--- src/bbr_pkg.sv ---
// Shared types and constants for the bracket balance repair block.
// Used by bbr_ctrl, bbr_dp and the top level; depends on nothing.
package bbr_pkg;

  localparam int ClassW = 3;
  localparam int TagW   = 16;
  localparam int KindW  = 2;

  localparam logic [ClassW-1:0] CLS_OTHER   = 3'd0;
  localparam logic [ClassW-1:0] CLS_OPEN_P  = 3'd1;
  localparam logic [ClassW-1:0] CLS_OPEN_B  = 3'd3;
  localparam logic [ClassW-1:0] CLS_CLOSE_P = 3'd4;
  localparam logic [ClassW-1:0] CLS_CLOSE_B = 3'd6;
  localparam logic [ClassW-1:0] CLS_OFFSET  = 3'd3;

  localparam logic ACT_TOKEN = 1'b0;
  localparam logic ACT_FLUSH = 1'b1;

  // source of the next result item
  typedef enum logic [1:0] {
    OSEL_INPUT  = 2'd0,
    OSEL_HELD   = 2'd1,
    OSEL_INSERT = 2'd2
  } out_sel_t;

  typedef struct packed {
    logic     load_item;
    logic     push;
    logic     pop;
    logic     rd_top;
    logic     rd_below;
    logic     out_load;
    out_sel_t out_sel;
    logic     out_last;
    logic     out_ovf;
  } cmd_t;

  typedef struct packed {
    logic in_flush;
    logic in_open;
    logic in_close;
    logic count_zero;
    logic count_one;
    logic stack_full;
    logic top_match;
    logic held_flush;
    logic out_free;
  } sts_t;

endpackage

--- src/bbr_ctrl.sv ---
// Controller for bracket balance repair: accepts items and sequences pops.
// Depends on bbr_pkg; drives bbr_dp through cmd_t, watches sts_t.
module bbr_ctrl (
  input  logic          clk,
  input  logic          rst_n,
  input  logic          in_valid,
  output logic          in_stall,
  input  bbr_pkg::sts_t sts,
  output bbr_pkg::cmd_t cmd
);
  import bbr_pkg::*;

  typedef enum logic [2:0] {
    S_IDLE = 3'b001,
    S_TEST = 3'b010,
    S_PASS = 3'b100
  } state_t;

  state_t state_r, state_nxt;

  assign in_stall = !((state_r == S_IDLE) && sts.out_free);

  always_comb begin
    cmd       = '0;
    cmd.out_sel = OSEL_INPUT;
    state_nxt = state_r;
    case (state_r)
      S_IDLE: begin
        if (in_valid && sts.out_free) begin
          if (sts.in_flush || sts.in_close) begin
            if (!sts.count_zero) begin
              cmd.load_item = 1'b1;
              cmd.rd_top    = 1'b1;
              state_nxt     = S_TEST;
            end else if (sts.in_close) begin
              cmd.out_load = 1'b1;
              cmd.out_last = 1'b1;
            end
            // flush with empty stack yields nothing
          end else begin
            cmd.out_load = 1'b1;
            cmd.out_last = 1'b1;
            if (sts.in_open) begin
              cmd.push    = !sts.stack_full;
              cmd.out_ovf = sts.stack_full;
            end
          end
        end
      end
      S_TEST: begin
        if (sts.out_free) begin
          cmd.pop      = 1'b1;
          cmd.out_load = 1'b1;
          if (!sts.held_flush && sts.top_match) begin
            cmd.out_sel  = OSEL_HELD;
            cmd.out_last = 1'b1;
            state_nxt    = S_IDLE;
          end else begin
            cmd.out_sel = OSEL_INSERT;
            if (sts.count_one) begin
              cmd.out_last = sts.held_flush;
              state_nxt    = sts.held_flush ? S_IDLE : S_PASS;
            end else begin
              cmd.rd_below = 1'b1;
            end
          end
        end
      end
      S_PASS: begin
        if (sts.out_free) begin
          cmd.out_load = 1'b1;
          cmd.out_sel  = OSEL_HELD;
          cmd.out_last = 1'b1;
          state_nxt    = S_IDLE;
        end
      end
      default: begin
        state_nxt = S_IDLE;
      end
    endcase
  end

  always_ff @(posedge clk) begin
    if (!rst_n) begin
      state_r <= S_IDLE;
    end else begin
      state_r <= state_nxt;
    end
  end

endmodule

--- src/bbr_dp.sv ---
// Datapath for bracket balance repair: opener stack memory, count,
// held item and output register. Depends on bbr_pkg.
module bbr_dp #(
  parameter int STACK_DEPTH = 32
) (
  input  logic                       clk,
  input  logic                       rst_n,
  input  logic                       in_action,
  input  logic [bbr_pkg::ClassW-1:0] in_token_class,
  input  logic [bbr_pkg::TagW-1:0]   in_token_tag,
  input  logic                       out_stall,
  output logic                       out_valid,
  output logic [bbr_pkg::ClassW-1:0] out_class,
  output logic [bbr_pkg::TagW-1:0]   out_tag,
  output logic                       out_inserted,
  output logic                       out_overflow,
  output logic                       out_last,
  input  bbr_pkg::cmd_t              cmd,
  output bbr_pkg::sts_t              sts
);
  import bbr_pkg::*;

  localparam int CW = $clog2(STACK_DEPTH + 1);
  localparam int AW = (STACK_DEPTH > 1) ? $clog2(STACK_DEPTH) : 1;

  logic [KindW-1:0]  stack_mem [STACK_DEPTH];
  logic [KindW-1:0]  rd_r;
  logic [CW-1:0]     count_r, count_nxt;
  logic [CW-1:0]     rd_cnt;
  logic              held_flush_r;
  logic [ClassW-1:0] held_class_r;
  logic [TagW-1:0]   held_tag_r;
  logic [ClassW-1:0] want;
  logic              out_valid_r;
  logic [ClassW-1:0] out_class_r;
  logic [TagW-1:0]   out_tag_r;
  logic              out_ins_r, out_ovf_r, out_last_r;

  assign want = held_class_r - CLS_OFFSET;

  assign sts.in_flush   = (in_action == ACT_FLUSH);
  assign sts.in_open    = (in_action == ACT_TOKEN) && (in_token_class >= CLS_OPEN_P)
                          && (in_token_class <= CLS_OPEN_B);
  assign sts.in_close   = (in_action == ACT_TOKEN) && (in_token_class >= CLS_CLOSE_P)
                          && (in_token_class <= CLS_CLOSE_B);
  assign sts.count_zero = (count_r == '0);
  assign sts.count_one  = (count_r == CW'(1));
  assign sts.stack_full = (count_r == CW'(STACK_DEPTH));
  assign sts.top_match  = (rd_r == want[KindW-1:0]);
  assign sts.held_flush = held_flush_r;
  assign sts.out_free   = !out_valid_r || !out_stall;

  assign count_nxt = cmd.push ? count_r + CW'(1) :
                     cmd.pop  ? count_r - CW'(1) : count_r;

  // top entry sits at count-1; after a pop the next one is at count-2
  assign rd_cnt = cmd.rd_below ? count_r - CW'(2) : count_r - CW'(1);

  always_ff @(posedge clk) begin
    if (cmd.push) begin
      stack_mem[count_r[AW-1:0]] <= in_token_class[KindW-1:0];
    end
    if (cmd.rd_top || cmd.rd_below) begin
      rd_r <= stack_mem[rd_cnt[AW-1:0]];
    end
  end

  always_ff @(posedge clk) begin
    if (!rst_n) begin
      count_r <= '0;
    end else begin
      count_r <= count_nxt;
    end
  end

  always_ff @(posedge clk) begin
    if (cmd.load_item) begin
      held_flush_r <= in_action;
      held_class_r <= in_token_class;
      held_tag_r   <= in_token_tag;
    end
  end

  always_ff @(posedge clk) begin
    if (!rst_n) begin
      out_valid_r <= 1'b0;
    end else if (cmd.out_load) begin
      out_valid_r <= 1'b1;
    end else if (!out_stall) begin
      out_valid_r <= 1'b0;
    end
  end

  always_ff @(posedge clk) begin
    if (cmd.out_load) begin
      out_last_r <= cmd.out_last;
      out_ovf_r  <= cmd.out_ovf;
      case (cmd.out_sel)
        OSEL_INPUT: begin
          out_class_r <= in_token_class;
          out_tag_r   <= in_token_tag;
          out_ins_r   <= 1'b0;
        end
        OSEL_HELD: begin
          out_class_r <= held_class_r;
          out_tag_r   <= held_tag_r;
          out_ins_r   <= 1'b0;
        end
        OSEL_INSERT: begin
          out_class_r <= {1'b0, rd_r} + CLS_OFFSET;
          out_tag_r   <= '0;
          out_ins_r   <= 1'b1;
        end
        default: begin
          out_class_r <= CLS_OTHER;
          out_tag_r   <= '0;
          out_ins_r   <= 1'b0;
        end
      endcase
    end
  end

  assign out_valid    = out_valid_r;
  assign out_class    = out_class_r;
  assign out_tag      = out_tag_r;
  assign out_inserted = out_ins_r;
  assign out_overflow = out_ovf_r;
  assign out_last     = out_last_r;

endmodule

--- src/bracket_balance_repair_core.sv ---
// Top level of the bracket balance repair block.
// Instantiates bbr_ctrl and bbr_dp; depends on bbr_pkg.
//
// Usage:
//   Input channel in_*: one token item (in_action = 0) or an end-of-stream
//   flush (in_action = 1) per accepted item. Output channel out_*: repaired
//   tokens; out_last marks the final result caused by an input item.
//   Both channels: accepted when valid is high and stall is low.
// Throughput:
//   Other tokens, openers, closers on an empty stack: one item per cycle
//   while the output is not stalled.
//   Closers and flushes on a non-empty stack: the stack read first, then
//   N results (N <= depth+1), one per cycle while the output is not stalled.
//   The stack memory's read port is registered.
// Reset: rst_n (synchronous, active low) empties the stack and drops any
//   pending result; stack contents are not cleared.
// Stall: a stalled result holds in the output register; the block raises
//   in_stall until that slot frees up.
module bracket_balance_repair_core #(
  parameter int STACK_DEPTH = 32
) (
  input  logic                       clk,
  input  logic                       rst_n,
  input  logic                       in_valid,
  output logic                       in_stall,
  input  logic                       in_action,
  input  logic [bbr_pkg::ClassW-1:0] in_token_class,
  input  logic [bbr_pkg::TagW-1:0]   in_token_tag,
  output logic                       out_valid,
  input  logic                       out_stall,
  output logic [bbr_pkg::ClassW-1:0] out_class,
  output logic [bbr_pkg::TagW-1:0]   out_tag,
  output logic                       out_inserted,
  output logic                       out_overflow,
  output logic                       out_last
);
  import bbr_pkg::*;

  cmd_t cmd;
  sts_t sts;

  bbr_ctrl u_ctrl (
    .clk      (clk),
    .rst_n    (rst_n),
    .in_valid (in_valid),
    .in_stall (in_stall),
    .sts      (sts),
    .cmd      (cmd)
  );

  bbr_dp #(
    .STACK_DEPTH (STACK_DEPTH)
  ) u_dp (
    .clk            (clk),
    .rst_n          (rst_n),
    .in_action      (in_action),
    .in_token_class (in_token_class),
    .in_token_tag   (in_token_tag),
    .out_stall      (out_stall),
    .out_valid      (out_valid),
    .out_class      (out_class),
    .out_tag        (out_tag),
    .out_inserted   (out_inserted),
    .out_overflow   (out_overflow),
    .out_last       (out_last),
    .cmd            (cmd),
    .sts            (sts)
  );

endmodule

--- config.mk ---
export PLATFORM = sky130hd
export DESIGN_NAME = bracket_balance_repair_core
export DESIGN_NICKNAME = d
export VERILOG_FILES = /design/src/bbr_pkg.sv /design/src/bbr_ctrl.sv /design/src/bbr_dp.sv /design/src/bracket_balance_repair_core.sv
export SDC_FILE = /design/constraint.sdc
export NUM_CORES = 1
export LEC_CHECK = 0
export ABC_AREA = 1
export BUFFER_PORTS_ARGS = -buffer_cell sky130_fd_sc_hd__buf_4
export CORE_MARGIN = 2
export CORE_UTILIZATION = 40
export DETAILED_ROUTE_END_ITERATION = 10
export PLACE_DENSITY = 0.67
export SLEW_MARGIN = 20
export SYNTH_ARGS = -nofsm -noshare
export SYNTH_HDL_FRONTEND = slang
export SYNTH_HIERARCHICAL = 1
export SYNTH_SLANG_ARGS = --single-unit
--- constraint.sdc ---
create_clock -name clk -period 3.18 [get_ports clk]
set_input_delay 0.636 -clock clk [delete_from_list [all_inputs] [get_ports clk]]
set_output_delay 0.636 -clock clk [all_outputs]
set_load 0.1 [all_outputs]
Word-level counts from Yosys, hierarchy flattened
Memories as Yosys holds them, arrays and structs flattened. A register that Yosys moved wholly into a read port is not among the register bits.
Cells that the tools add are included.
{ "word_totals": {"register_bits": 52, "mem_bits_rw": 64, "in_bits": 24, "output_inout_bits": 24, "wordCells": 106, "memories": 1} }
{ "op_classes": {"add_sub_neg": 5, "n_lt_le_gt_ge": 4, "n_eq_ne": 15, "muxes": 46, "bitwise_logic": 4, "reduce_logical": 20} }
{ "mem_list": {"columns": ["memory", "words", "width", "rd", "rd_ports_with_merged_regs", "write_ports", "line_no", "rtl"], "rows": [
  ["u_dp.stack_mem", 32, 2, 1, 1, 1, "bbr_dp.sv:26", "logic [KindW-1:0] stack_mem [STACK_DEPTH];"]
]} }
{ "op_table": {"columns": ["cell", "count"], "rows": [
  ["16-bit case mux with 2 select lines", 1],
  ["3-bit 2-to-1 mux", 9],
  ["1-bit 2-to-1 mux", 23],
  ["3-bit case mux with 3 select lines", 2],
  ["6-bit 2-to-1 mux", 2],
  ["5-bit 2-to-1 mux", 2],
  ["1-bit logical AND", 7],
  ["6-bit by 1-bit adder with 6-bit output, second input constant", 1],
  ["6-bit by 1-bit equality test with 1-bit output, second input constant", 1],
  ["6-bit equality test, second input constant", 1],
  ["6-bit logical NOT", 1],
  ["2-bit 2-to-1 mux", 3],
  ["2-bit by 1-bit inequality test with 1-bit output, second input constant", 3],
  ["2-bit inequality test, second input constant", 3],
  ["1-bit case mux with 3 select lines", 2],
  ["6-bit AND reduction", 1],
  ["6-bit by 1-bit subtractor with 6-bit output, second input constant", 1],
  ["1-bit logical NOT", 5],
  ["5-bit by 2-bit subtractor with 5-bit output, second input constant", 1],
  ["4-bit 2-to-1 mux", 1],
  ["1-bit inverter", 4],
  ["2-bit case mux with 2 select lines", 1],
  ["4-bit OR reduction", 1],
  ["2-bit by 2-bit adder with 3-bit output, second input constant", 1],
  ["other kinds (15)", 17]
]} }

Longest topological paths before layout
Gate-level depths: netlist of run 1.
{ "depth": {"word_depth": 9, "depth_mapped": 21, "ltp_nobuf": 19} }

Modules after synthesis
Netlist of run 1, hierarchy kept.
{ "modules_own_cells": {"columns": ["module", "instances", "cells_each", "area_each_um2", "seq_area_each_um2"], "rows": [
  ["bbr_dp", 1, 499, 5283.8, 3383.2],
  ["bbr_ctrl", 1, 66, 375.4, 60.1]
]} }

Worst setup path after synthesis of run 1
No wires, ideal clock.
{ "synth_path": {"kind": "register to register", "from": "reg u_dp.out_valid_r, in the netlist u_dp/out_valid", "to": "reg u_dp.out_class_r[1], in the netlist u_dp/out_class[1], data pin", "setup_ps": 195, "t_arrival_ps": 2374, "t_required_ps": 2985, "slack_ps": 611, "path_stages_with_launch": 10, "path_buffers": 1, "synth_period_minus_slack_ps": 2569, "path_cell_list": "dfxtp_1 nand2_1 inv_1 nor2_1 inv_1 o22ai_1 nor2_1 buf_2 nand2_1 o311ai_0"} }
{ "synth_rtl": {"columns": ["element", "line_no", "rtl"], "rows": [
  ["from (decl)", "bbr_dp.sv:34", "logic out_valid_r;"],
  ["from (signal assigned)", "bbr_dp.sv:86", "out_valid_r <= 1'b0;"],
  ["from (signal assigned)", "bbr_dp.sv:88", "out_valid_r <= 1'b1;"],
  ["from (signal assigned)", "bbr_dp.sv:90", "out_valid_r <= 1'b0;"],
  ["to (signal assigned)", "bbr_dp.sv:100", "out_class_r <= in_token_class;"],
  ["to (signal assigned)", "bbr_dp.sv:105", "out_class_r <= held_class_r;"],
  ["to (signal assigned)", "bbr_dp.sv:110", "out_class_r <= {1'b0, rd_r} + CLS_OFFSET;"],
  ["to (decl)", "bbr_dp.sv:35", "logic [ClassW-1:0] out_class_r;"]
]} }

==> results of run 1 <==
==> layer usage <==
metal / vias up / global-route usage (%) / part of all wire (%)
li1: 2003 / - / -
met1: 1905 / 22.4 / 44
met2: 132 / 27.1 / 47
met3: 23 / 4.57 / 6.6
met4: 0 / 7.83 / 2.2
met5: - / 0 / 0
==> metrics by stage <==
stage	hold WS (ns)	instance area, um^2	utilization (%)
after floorplan	0.478	5660	-
after global placement	0.500	6210	44.9
after detailed placement	0.512	6210	44.9
after CTS	0.387	6760	48.9
after global routing	0.394	6760	48.9
final	0.409	6760	48.9
==> cell type report <==
class	count	area share, %
clock inverter	11	1.65
inverter	98	5.52
multi-input combinational	331	25.4
sequential	118	50.9
tap	180	3.33
clock buffer	19	6.40
timing repair buffer	61	6.77
==> synthesized netlist by cell type (all sizes together) <==
| library cell | count | share of area [%] |
|---|---|---|
| clkbuf | 2 | 0.15 |
| nand2 | 118 | 8.4 |
| dfxtp | 10 | 3.5 |
| o221ai | 1 | 0.15 |
| nor3 | 4 | 0.35 |
| nor4 | 1 | 0.11 |
| xnor2 | 1 | 0.15 |
| edfxtp | 108 | 57 |
| nand3 | 82 | 7.5 |
| o21ai | 16 | 1.9 |
| nand3b | 2 | 0.27 |
| nor2 | 60 | 4.2 |
| inv | 98 | 6.6 |
| o211ai | 1 | 0.13 |
| buf | 16 | 2.2 |
| nand4 | 2 | 0.22 |
| xor2 | 2 | 0.44 |
| nor4b | 1 | 0.27 |
| a21oi | 8 | 0.71 |
| o311ai | 2 | 0.31 |
| ha | 9 | 2.0 |
| a211oi | 1 | 0.13 |
| o22ai | 1 | 0.11 |
| o21a | 1 | 0.13 |
| or2 | 2 | 0.22 |
| a22o | 16 | 2.5 |
==> worst paths after layout <==
path              depth (start not counted)                      startpoint                        endpoint  slack, ns
hold reg to reg                           2  u_ctrl/state_r[0]$_SDFFE_PN1P_  u_ctrl/state_r[0]$_SDFFE_PN1P_       0.52
setup / recovery                         19    u_dp/count_r[4]$_SDFFE_PN0P_          u_dp/rd_r[1]$_DFFE_PP_       0.41
hold / removal                            1                 in_token_tag[8]    u_dp/held_tag_r[8]$_DFFE_PP_       0.41
setup reg to reg                         19    u_dp/count_r[4]$_SDFFE_PN0P_          u_dp/rd_r[1]$_DFFE_PP_       0.41
==> state kept, by name (all words and copies together), names as in the netlist, 2 cells and up <==
signal	cells
u_dp/rd_r	2
u_ctrl/state_r	3
u_dp/count_r	6
u_dp/out_tag	16
u_dp/stack_mem	64
u_dp/out_class	3
u_dp/held_class_r	3
u_dp/held_tag_r	16
==> layout by cell type, fill, tap and decap left out, drive strengths merged, types with 8 or more instances in the layout <==
master and count:
a21oi 8, a22o 16, buf 61, clkbuf 19, dfxtp 10, edfxtp 108, ha 9, inv 98
nand2 118, nand3 82, nor2 60, o21ai 16
==> critical path, delay by kind of cell (launching register included) <==
| kind | cells | cell delay, ns |
|---|---|---|
| buffers and inverters | 5 | 0.68 |
| and+or+nand+nor | 14 | 1.47 |
| DFF | 1 | 0.37 |
==> logic make-up after synthesis <==
logic type      Yosys count  synth area share (%)
simple gates            272                  21.6
flops                   118                  60.8
buf+inv                 116                  8.98
compound gates           47                  6.04
fa+ha+maj                 9                  1.99
xor+xnor                  3                 0.597
==> where the power goes <==
group | switching, W | internal [W] | leakage (nW)
logic | 0.00151 | 0.000553 | 1.52
registers | 0.0000648 | 0.00190 | 1.06
clock network | 0.000636 | 0.00113 | 0.263
==> impl_metrics.py, run 1 <==
metrics = {
    "status": {
        "outcome": "complete, no violations",
    },
    "cells_and_area": {
        "final_nets": 660,
        "area_growth_syn_to_layout_pct": 19.5,
        "n_antenna_cell": 0,
        "drive_above_1_share_pct": 18.8,
        "instances_no_fill": 818,
        "n_fill_cell": 1255,
        "multiInputGateArea_um2": 1720,
        "seq_area_um2": 3440,
    },
    "timing": {
        "period_share_pct": 87.2,
        "finClkSkew_ns": 0.0106,
        "fmax_mhz": 361,
        "period_minus_slack_ns": 2.77,
        "max_slew.worst_pin.slew_ns": 0.765,
        "rsz0062_at_grt": "false",
        "setup_slack_ns": 0.406,
        "slew_violations": 0,
        "setup_violations": 0,
        "maxSlewHeadroom_pct": 48.9,
        "finalHoldViolCount": 0,
        "timing.setup.tns_ns": 0,
    },
    "routing": {
        "wl_per_cell_um": 14.6,
        "drc": 0,
        "routed-via-count": 4063,
        "drt_iter0_drc": 320,
        "drtAntennaViolNets": 0,
        "firstDrtPassIters": 5,
        "via_per_inst": 4.97,
        "totalWireLength_um": 11900,
    },
    "yosys": {
        "ys_types": 40,
        "synth_fp_nets": 598,
        "synth.yosys.seq_area_share_pct": 60.8,
        "synth.ff_latch_count": 118,
        "yosysWarnings": 6,
        "syn_avg_cell_area_um2": 10.0,
        "synthCells": 565,
        "synthesis.area_um2": 5660,
    },
    "floorplan": {
        "die_area_um2": 15100,
        "die_h_um": 123,
        "start_util_pct": 40.9,
        "core_um2": 13800,
        "io_pins": 48,
        "rows": 43,
        "die_w_um": 123,
    },
    "grt": {
        "grt_pass1_vias": 3924,
        "grt_start_max_net_pins": 35,
        "grt_overflow": 0,
        "grt_pass1_wl_um": 19500,
        "antenna_found_initial": 0,
        "track_usage_pct": 17.2,
    },
    "clocking": {
        "cts_tree": "done",
        "postCtsSetupBuffers": 0,
        "cts_root_buffer": "clkbuf_16",
        "cts_max_level": 4,
        "cts_resized": 0,
        "hold_buffers": 0,
        "clockBufferDepth": 2,
        "cts_buffers": 17,
        "clk_latency_ns": 0.42,
        "clock-sinks": 118,
        "clk_pin_slew_ns": 0.05,
    },
    "setup_path": {
        "endpoint_kind": "flip-flop",
        "cp_data_arrival_time_ns": 2.94,
        "path_max_fanout": 20,
        "path_common_cell": "nand2_1",
        "path_cells": "inv_1 -> nand2_1 -> nor2_1 -> inv_1 -> nand2_1 -> nor2_2 -> inv_1 -> nor2_1 -> buf_4 -> inv_4 -> nand2_1 -> nand2_2 -> nand2_1 -> nand3_1 -> nand3_1 -> nand3_1 -> nand2_1 -> nand2_1 -> nand2_1",
        "critPathKind": "reg -> reg",
        "required_ns": 3.35,
        "max_stage_delay_ns": 0.37,
        "worst_path_max_delay_cell": "dfxtp_1",
        "startpoint_type": "flip-flop",
    },
    "power_and_ir_drop": {
        "leakagePower_nw": 2.85,
        "powerDensity_nw_per_um2": 857,
        "power_w": 0.00579,
        "irDropWorstVdd_mv": 0.454,
    },
    "place": {
        "hpwl_um": 8300,
        "place.gp.congestion": 0.916,
        "placed_cells": 788,
        "io_buffers": 47,
        "pre_cts_ws_ns": 0.260,
    },
    "worst_hold_path": {
        "hold_class": "in -> reg",
    },
    "run": {
        "drv_cap": 0,
    },
}
No activity file was read; power rests on OpenSTA's default activity.
==> run 2: changes to the inputs <==
--- a/config.mk
+++ b/config.mk
@@ -10,7 +10,7 @@
 export CORE_MARGIN = 2
 export CORE_UTILIZATION = 40
 export DETAILED_ROUTE_END_ITERATION = 10
-export PLACE_DENSITY = 0.67
+export PLACE_DENSITY = 0.62
 export SLEW_MARGIN = 20
 export SYNTH_ARGS = -nofsm -noshare
 export SYNTH_HDL_FRONTEND = slang
==> impl_metrics.py, run 2 (synthesis results as in run 1) <==
metrics = {
    "status": {
        "outcome": "complete, no violations",
    },
    "grt": {
        "antenna_found_initial": 0,
        "grt_pass1_vias": 3942,
        "grt_pass1_wl_um": 19100,
        "track_usage_pct": 16.9,
        "grt_start_max_net_pins": 31,
        "grt_overflow": 0,
    },
    "power_and_ir_drop": {
        "leakagePower_nw": 2.88,
        "irDropWorstVdd_mv": 0.386,
        "powerDensity_nw_per_um2": 879,
    },
    "timing": {
        "slew_violations": 0,
        "rsz0062_at_grt": "false",
        "fmax_mhz": 349,
        "period_minus_slack_ns": 2.86,
        "finalHoldViolCount": 0,
        "max_slew.worst_pin.slew_ns": 0.694,
        "period_share_pct": 90.0,
        "finClkSkew_ns": 0.0104,
        "setup_violations": 0,
        "timing.setup.tns_ns": 0,
        "maxSlewHeadroom_pct": 53.7,
    },
    "floorplan": {
        "die_h_um": 123,
        "rows": 43,
        "die_area_um2": 15100,
        "die_w_um": 123,
        "io_pins": 48,
        "core_um2": 13800,
        "start_util_pct": 40.9,
    },
    "cells_and_area": {
        "area_growth_syn_to_layout_pct": 20.7,
        "final_nets": 658,
        "fin_area_um2": 6830,
        "final_util_pct": 49.4,
        "drive_above_1_share_pct": 19.4,
        "largest_register_ffs": 64,
        "seq_area_um2": 3440,
        "most-common-layout-cells": "109 x nand2_1, 108 x edfxtp_1, 92 x inv_1, 79 x nand3_1, 59 x buf_4",
        "n_antenna_cell": 0,
        "multiInputGateArea_um2": 1720,
        "instances_no_fill": 818,
        "final_common_cell": "nand2_1",
        "n_fill_cell": 1256,
    },
    "setup_path": {
        "path_common_cell": "nand2_1",
        "worst_path_max_delay_cell": "dfxtp_1",
        "cp_data_arrival_time_ns": 3.02,
        "crit_path_start": "u_dp/count_r[1]$_SDFFE_PN0P_",
        "path_cells": "inv_1 -> ha_1 -> nand2_1 -> nor2_1 -> inv_1 -> nand2_1 -> nor2_2 -> inv_1 -> nor2_2 -> nand2_2 -> nand2_4 -> nand2_1 -> nand3_1 -> nand3_1 -> nand3_1 -> nand2_1 -> nand2_1 -> nand2_1",
        "startpoint_type": "flip-flop",
        "path_max_fanout": 30,
        "endpoint_kind": "flip-flop",
        "max_stage_delay_ns": 0.45,
        "r2r_slack_ns": 0.32,
        "crit_end": "u_dp/rd_r[1]$_DFFE_PP_",
        "worstReg2RegStart": "u_dp/count_r[1]$_SDFFE_PN0P_",
        "required_ns": 3.34,
        "rr_worst_depth": 18,
        "critPathKind": "reg -> reg",
        "rr_endpoint": "u_dp/rd_r[1]$_DFFE_PP_",
    },
    "routing": {
        "routed-via-count": 3995,
        "drc": 0,
        "firstDrtPassIters": 4,
        "via_per_inst": 4.88,
        "drt_iter0_drc": 195,
        "drtAntennaViolNets": 0,
        "wl_per_cell_um": 14.2,
        "totalWireLength_um": 11600,
    },
    "clocking": {
        "cts_max_level": 4,
        "cts_tree": "done",
        "clk_latency_ns": 0.41,
        "clk_pin_slew_ns": 0.06,
        "clock-sinks": 118,
        "clockBufferDepth": 2,
        "cts_root_buffer": "clkbuf_16",
        "cts_buffers": 17,
    },
    "worst_hold_path": {
        "hold_class": "in -> reg",
        "min_path_cells": 1,
    },
    "place": {
        "placed_area_um2": 6200,
        "hpwl_um": 8240,
        "placed_cells": 786,
        "io_buffers": 47,
        "place.gp.congestion": 0.897,
    },
    "run": {
        "drv_cap": 0,
    },
}
[run 2: worst max-delay path, delay by kind of cell (launching register included)]
kind / cells / cell delay (ns)
adder cells (fa/ha/maj): 1 / 0.21
buffers and inverters: 3 / 0.23
flip-flops: 1 / 0.45
AND/OR/NAND/NOR: 14 / 1.70
[run 2: area by class of cell]
type | instances | area share (%)
sequential | 118 | 50.4
clock buffer | 17 | 6.23
multi-input combinational | 331 | 25.2
timing repair buffer | 59 | 6.49
inverter | 98 | 5.46
tap | 180 | 3.30
clock inverter | 15 | 2.93
[run 2: how the worst min path moves through the flow]
stage                                    end                    startpoint
2_1_floorplan   u_dp/count_r[5]$_SDFFE_PN0P_  u_dp/count_r[5]$_SDFFE_PN0P_
3_3_place_gp    u_dp/count_r[5]$_SDFFE_PN0P_  u_dp/count_r[5]$_SDFFE_PN0P_
3_5_place_dp    u_dp/count_r[5]$_SDFFE_PN0P_  u_dp/count_r[5]$_SDFFE_PN0P_
4_1_cts        u_dp/held_tag_r[15]$_DFFE_PP_              in_token_tag[15]
5_1_grt         u_dp/held_tag_r[4]$_DFFE_PP_               in_token_tag[4]
6_report        u_dp/held_tag_r[8]$_DFFE_PP_               in_token_tag[8]
[run 2: where the power goes]
group	internal [W]	switching (W)
combinational	0.000545	0.00151
sequential	0.00190	0.0000631
clock	0.00131	0.000671
[run 2: what timing repair did]
item,in CTS,in global routing
endpoints found under the hold margin,0,0
gates resized for setup,0,1
hold buffers,0,0
buffers inserted,0,0
endpoints found under the setup margin,0,2
[run 2: per-layer routing]
layer | vias up | global-route usage, % | share of wire [%]
li1 | 2005 | - | -
met1 | 1867 | 20.6 | 44
met2 | 115 | 28.5 | 49
met3 | 8 | 4.43 | 7.0
met4 | 0 | 7.04 | 0.83
met5 | - | 0 | 0
[run 2: through the flow]
step	hold WS (ns)	setup WS, ns	power (W)
floorplan	0.478	0.611	0.00362
global placement	0.500	0.225	0.00403
detailed placement	0.500	0.179	0.00404
CTS	0.389	0.177	0.00605
global route	0.391	0.0265	0.00630
finish	0.408	0.317	0.00600
==> run 3: changes to the inputs <==
--- a/config.mk
+++ b/config.mk
@@ -11,6 +11,7 @@
 export CORE_UTILIZATION = 40
 export DETAILED_ROUTE_END_ITERATION = 10
 export PLACE_DENSITY = 0.62
+export REMOVE_ABC_BUFFERS = 1
 export SLEW_MARGIN = 20
 export SYNTH_ARGS = -nofsm -noshare
 export SYNTH_HDL_FRONTEND = slang
==> impl_metrics.py, run 3 (synthesis results as in run 1) <==
metrics = {
    "status": {
        "outcome": "complete, no violations",
    },
    "grt": {
        "grt_overflow": 0,
        "track_usage_pct": 17.9,
        "grt_pass1_vias": 4134,
        "grt_pass1_wl_um": 20200,
        "grt_start_max_net_pins": 31,
        "antenna_found_initial": 0,
    },
    "cells_and_area": {
        "fin_area_um2": 6830,
        "final_nets": 662,
        "most-common-layout-cells": "109 x nand2_1, 108 x edfxtp_1, 92 x inv_1, 79 x nand3_1, 63 x buf_4",
        "area_growth_syn_to_layout_pct": 20.8,
        "final_util_pct": 49.4,
        "multiInputGateArea_um2": 1710,
        "n_fill_cell": 1257,
        "seq_area_um2": 3440,
        "largest_register_ffs": 64,
        "final_common_cell": "nand2_1",
        "drive_above_1_share_pct": 19.8,
        "instances_no_fill": 822,
        "n_antenna_cell": 0,
    },
    "floorplan": {
        "core_um2": 13800,
        "die_h_um": 123,
        "io_pins": 48,
        "die_area_um2": 15100,
        "start_util_pct": 40.9,
        "rows": 43,
        "die_w_um": 123,
    },
    "clocking": {
        "hold_buffers": 0,
        "clock-sinks": 118,
        "cts_max_level": 4,
        "clk_latency_ns": 0.41,
        "cts_tree": "done",
        "cts_resized": 0,
        "cts_buffers": 17,
        "cts_root_buffer": "clkbuf_16",
        "clk_pin_slew_ns": 0.06,
        "postCtsSetupBuffers": 0,
        "clockBufferDepth": 2,
    },
    "routing": {
        "totalWireLength_um": 12500,
        "wl_per_cell_um": 15.2,
        "drt_iter0_drc": 290,
        "via_per_inst": 4.97,
        "routed-via-count": 4085,
        "drtAntennaViolNets": 0,
        "firstDrtPassIters": 6,
        "drc": 0,
    },
    "timing": {
        "slew_violations": 0,
        "finClkSkew_ns": 0.00796,
        "fmax_mhz": 353,
        "period_minus_slack_ns": 2.84,
        "setup_violations": 0,
        "finalHoldViolCount": 0,
        "period_share_pct": 89.2,
        "max_slew.worst_pin.slew_ns": 0.643,
        "maxSlewHeadroom_pct": 57.0,
        "rsz0062_at_grt": "false",
        "setup_slack_ns": 0.344,
    },
    "setup_path": {
        "path_cells": "xnor2_1 -> nand2_1 -> o21ai_0 -> nand2_1 -> nand2_1 -> nor2_2 -> inv_1 -> nor2_1 -> buf_4 -> inv_4 -> nand2_1 -> nand2_2 -> nand2_1 -> nand3_1 -> nand3_1 -> nand3_1 -> nand2_1 -> nand2_1 -> nand2_1",
        "max_stage_delay_ns": 0.40,
        "endpoint_kind": "flip-flop",
        "crit_buf_inv": 3,
        "path_max_fanout": 20,
        "critPathKind": "reg -> reg",
        "worst_path_max_delay_cell": "edfxtp_1",
        "startpoint_type": "flip-flop",
        "cp_top_family": "simple AND/OR/NAND/NOR gates",
        "required_ns": 3.35,
        "path_common_cell": "nand2_1",
        "cp_data_arrival_time_ns": 3.00,
    },
    "power_and_ir_drop": {
        "irDropWorstVdd_mv": 0.402,
        "powerDensity_nw_per_um2": 874,
        "power_w": 0.00598,
        "leakagePower_nw": 2.88,
    },
    "place": {
        "placed_area_um2": 6230,
        "pre_cts_ws_ns": 0.331,
        "io_buffers": 47,
        "hpwl_um": 8830,
        "placed_cells": 790,
        "place.gp.congestion": 0.905,
    },
    "worst_hold_path": {
        "hold_class": "in -> reg",
    },
    "run": {
        "drv_cap": 0,
    },
}
[run 3: cell types whose count changed in the layout (fill, tap and decap cells not counted), moves of 2 or more]
cell	previous run	this run
buf_4	59	63
clkinvlp_4	0	3
inv_6	3	1
nor2_1	53	55
nor2_2	7	5
[run 3: cell type report]
class,count,share of cell area (%)
sequential,118,50.4
multi-input combinational,331,25.1
timing repair buffer,63,6.92
clock buffer,17,6.22
inverter,98,5.46
tap,180,3.30
clock inverter,15,2.64
[run 3: path summary, 6_finish.rpt]
kind | startpoint | to | slack (ns) | cells past startpoint
worst max-delay path | u_dp/rd_r[1]$_DFFE_PP_ | u_dp/rd_r[1]$_DFFE_PP_ | 0.34 | 19
worst min-delay path | in_token_tag[10] | u_dp/held_tag_r[10]$_DFFE_PP_ | 0.41 | 1
worst max register to register | u_dp/rd_r[1]$_DFFE_PP_ | u_dp/rd_r[1]$_DFFE_PP_ | 0.34 | 19
worst min register to register | u_dp/count_r[5]$_SDFFE_PN0P_ | u_dp/count_r[5]$_SDFFE_PN0P_ | 0.52 | 2
[run 3: power by group]
group | leakage, nW | switching (W) | internal (W)
clock | 0.289 | 0.000694 | 0.00123
sequential | 1.06 | 0.0000624 | 0.00190
combinational | 1.53 | 0.00153 | 0.000553
[run 3: through the flow]
| stage | setup TNS, ns | hold WS [ns] |
|---|---|---|
| 6_report | 0 | 0.408 |
| 5_1_grt | 0 | 0.387 |
| 4_1_cts | 0 | 0.388 |
| 3_5_place_dp | 0 | 0.517 |
| 3_3_place_gp | 0 | 0.500 |
| 2_1_floorplan | -10.05 | 0.478 |
[run 3: worst register-to-register path: cells and delay by family, from the launching register on]
kind	cells	cell delay [ns]
simple gates	14	1.44
compound gates	1	0.13
xor+xnor	1	0.23
buf+inv	3	0.38
flops	1	0.40
[run 3: per-layer routing]
metal	vias to the layer above	track usage (%)	wire length, um
li1	2006	-	-
met1	1944	21.9	5360
met2	112	29.1	6320
met3	23	4.47	557
met4	0	9.48	282
met5	-	0	0
